## src/rtl/sfmx_ram.sv

```systemverilog
// ----------------------------------------------------------------------------
// sfmx_ram
// Simple dual-port RAM: one write port, one read port, registered read data.
// ----------------------------------------------------------------------------
module sfmx_ram #(
  parameter int Width = 16,
  parameter int Depth = 64
) (
  input  logic                     clk,
  input  logic                     we,
  input  logic [$clog2(Depth)-1:0] waddr,
  input  logic [Width-1:0]         wdata,
  input  logic [$clog2(Depth)-1:0] raddr,
  output logic [Width-1:0]         rdata
);

  logic [Width-1:0] mem [Depth];

  // Write, then register the read word
  always_ff @(posedge clk) begin
    if (we) begin
      mem[waddr] <= wdata;
    end
    rdata <= mem[raddr];
  end

endmodule

```

## config.mk

```make
export PLATFORM = sky130hd
export DESIGN_NAME = sfmx_ram
export DESIGN_NICKNAME = d
export VERILOG_FILES = /design/src/rtl/sfmx_ram.sv
export SDC_FILE = /design/constraint.sdc
export NUM_CORES = 1
export LEC_CHECK = 0
export ABC_AREA = 1
export BUFFER_PORTS_ARGS = -buffer_cell sky130_fd_sc_hd__buf_2
export CELL_PAD_IN_SITES_DETAIL_PLACEMENT = 1
export CELL_PAD_IN_SITES_GLOBAL_PLACEMENT = 1
export CORE_MARGIN = 5
export CORE_UTILIZATION = 52
export DETAILED_ROUTE_END_ITERATION = 8
export PLACE_DENSITY = 0.8
export REMOVE_ABC_BUFFERS = 1
export SLEW_MARGIN = 20
export SYNTH_ARGS = -nofsm -noshare
export SYNTH_HDL_FRONTEND = slang
export SYNTH_SLANG_ARGS = --single-unit
```

## constraint.sdc

```tcl
create_clock -name clk -period 4.33 [get_ports clk]
set_clock_uncertainty 0.2 [all_clocks]
set_input_delay 0.866 -clock clk [delete_from_list [all_inputs] [get_ports clk]]
set_output_delay 0.866 -clock clk [all_outputs]
set_load 0.05 [all_outputs]
```

==> summary.md <==
| Metric | Value |
|---|---|
| Synth Instances | `3,517` |
| CTS Buf Count | `105` |
| RSZ-0062 raised after global routing | `no` |
| Die Wd | `just under 300 µm` |
| Routed WL | `134,600 µm` |
| Placed cell count | `between 4,000 and 5,000` |
| Clk_lat worst skew | `0.69 ns` |
| CP top delay family | `simple AND/OR/NAND/NOR gates` |
| Final Net Count | `3,600` |
| Number of global-route vias before repair | `30,910` |
| DP HPWL | `75,790 µm` |
| Hold depth | `1` |
| Hold path endpoint | `mem[9][9]` |
| Number of synthesized register bits | `1,040` |
| Clock transition at path regs | `0.07 ns` |
| Clock root cell | `clkbuf_16` |
| Total grt overflow | `0` |
| Chip height | `294.5 µm` |
| Pwr Density | `471.9 nW/µm²` |
| Synth-to-layout area growth | `11.85%` |
| FF-to-FF setup slack | `around 2.5 ns` |
| Synth Cell Area | `around 42,000 µm²` |
| Synth cell types | `16` |
| Peak VDD IR | `0.0004448 V` |
| WS Path Type | `input pin to flop` |
| Starting Density | `0.5235` |
| Static Leakage | `17.05 nW` |
| # rows | `between 100 and 150` |
| I/O Buffers | `45` |
| Hold path start | `wdata[9]` |
| Core area | `a little over 80,000 µm²` |
| First-pass GRT wire length | `197,900 µm` |
| Min Tclk post-route | `2.796 ns` |
| Pre-CTS setup slack | `~0.90 ns` |
| Fmax | `approximately 360 MHz` |
| Hold Path Class | `input pin to flop` |
| Initial drt markers | `~3,700` |
| Largest net degree at the start of global routing | `150` |
| Total iterations of the first detailed-routing run | `6` |
| Top post-synthesis cells by area | `edfxtp_1 (73%), nand2_1 (12%), nand3_1 (10%), buf_2 (1.3%), buf_6 (1.3%)` |
| TritonCTS clock tree | `done` |
| Outcome | `finished clean` |
| DRC viols | `0` |
| Post-route ant nets | `0` |
| Final hold violations | `0` |
| CP Launch Type | `input pin` |
| Final period util | `0.6457` |
| Slew margin rel. | `0.1995` |
| Setup TNS | `0 ns` |
| Worst-Margin Slew | `1.201 ns` |
| Yosys warns | `0` |
| Critical path arrival | `3.22 ns` |
| RR Endpoint | `rdata[15]` |
| Reg2reg start | `mem[43][15]` |
| CP cell instances | `buf_8 > inv_16 > buf_12 > nand2_1 > nand3_1 > nand3_1 > nand2_1 > nand2_1 > nand3_1 > nand3_1 > nand2_1` |
| Post-CTS Resized | `0` |
| Detail-routed net length per standard cell | `28.46 µm` |
| Vias per cell | `6.237` |
| Initial antenna violation count | `13` |
| Sequential share of the synthesized area | `0.7380` |
| # setup viols final | `0` |
| Critical Path RT | `about 4.8 ns` |
| Slowest stage cell, crit path | `inv_16` |
| Mean Syn Cell Area | `11.97 µm²` |
| H-Tree Depth | `3` |
| GRT Total Usage | `0.3060` |
| Cell taking the most area after synthesis | `edfxtp_1` |
| I/O Pins | `46` |
| Final Non-Filler Cells | `4,730` |
| Via Count | `29,500` |
| Clock Path Buffers | `3` |
| Die Area | `86,750 µm²` |
| CP peak stage delay | `roughly 0.44 ns` |
| Worst Slack Setup Final | `~1.5 ns` |
| GPL Wtd Cong | `0.8474` |
| Synth top area share | `0.7304` |
| R2R cell count | `8` |
| Layout cells sized above 1 | `0.09364` |
| Sink Count | `approximately 1,000` |
| Maxcap violations | `0` |
| Crit. End Element | `flop` |
| CTS Hold Bufs | `0` |
| Final max-slew violation count | `0` |
| Setup repair bufs after CTS | `0` |
| Critical Path Fanout Max | `roughly 140` |
| Buffer and inverter count on the worst path | `3` |
[metrics by stage]
step | hold slack [ns] | total power [mW] | instance area (µm²) | util
floorplan | 0.5208 | 12.00 | 40660 | -
global placement | 0.5958 | 12.74 | 43430 | 0.5401
detailed placement | 0.6446 | 12.82 | 43430 | 0.5401
CTS | 0.4215 | 22.25 | 47040 | 0.5849
global route | 0.4332 | 22.87 | 47070 | 0.5854
finish | 0.4453 | 22.22 | 47090 | 0.5855
[per-layer routing]
metal | vias to the layer above | GRT usage | part of all wire | routed length [µm]
li1 | 12500 | - | - | -
met1 | 15030 | 0.4015 | 0.37 | 50270
met2 | 1638 | 0.5122 | 0.49 | 66150
met3 | 335 | 0.04747 | 0.090 | 12120
met4 | 2 | 0.1322 | 0.045 | 6073
met5 | - | 0 | 0.000097 | 13
[area by class of cell]
cell class	instances	area [µm²]
multi-input combinational	2240	9590
clock inverter	63	757.0
antenna	7	17.52
fill	8024	33330
timing repair buffer	171	1406
inverter	12	71.32
tap	1060	1326
clock buffer	137	2849
sequential	1040	31070
[synth_stat cells, drive strengths merged]
master and instances:
buf 199, nand2 1296, clkbuf 26, dfxtp 16, nor2 56, nand3 871, nand4 9, nor4 8
edfxtp 1024, inv 12
[cells in the final DEF, fill, tap and decap left out, drive strengths merged]
cell	n
inv	17
clkbuf	137
nor4	8
nor2	56
nand2	1296
diode	7
nand4	9
nand3	871
clkinv	38
clkinvlp	4
buf	171
edfxtp	1024
dfxtp	16
bufinv	16
[worst max path at each step]
| stage | from | end | cells after the start |
|---|---|---|---|
| 2_1_floorplan | raddr[1] | rdata[6] | 8 |
| 4_1_cts | raddr[0] | rdata[10] | 11 |
| 3_5_place_dp | raddr[0] | rdata[10] | 11 |
| 5_1_grt | raddr[0] | rdata[10] | 11 |
| 3_3_place_gp | raddr[0] | rdata[10] | 11 |
| 6_report | raddr[0] | rdata[11] | 11 |
[registers in the layout, indices dropped and copies added (netlist names)]
name   count
rdata     16
mem     1024
[kinds of logic after synthesis]
kind of cell,Yosys count,synth area share
buf+inv,237,0.03537
flops,1040,0.7380
simple gates,2240,0.2266
[power breakdown]
| group | total [mW] | internal (mW) | leakage (nW) | switching [mW] |
|---|---|---|---|---|
| registers | 11.2 | 11.1 | 9.35 | 0.0614 |
| logic | 1.46 | 0.317 | 5.94 | 1.14 |
| clock network | 9.56 | 5.60 | 1.76 | 3.96 |
| total | 22.2 | 17.1 | 17.0 | 5.16 |
(Power assumes the default switching activity.)
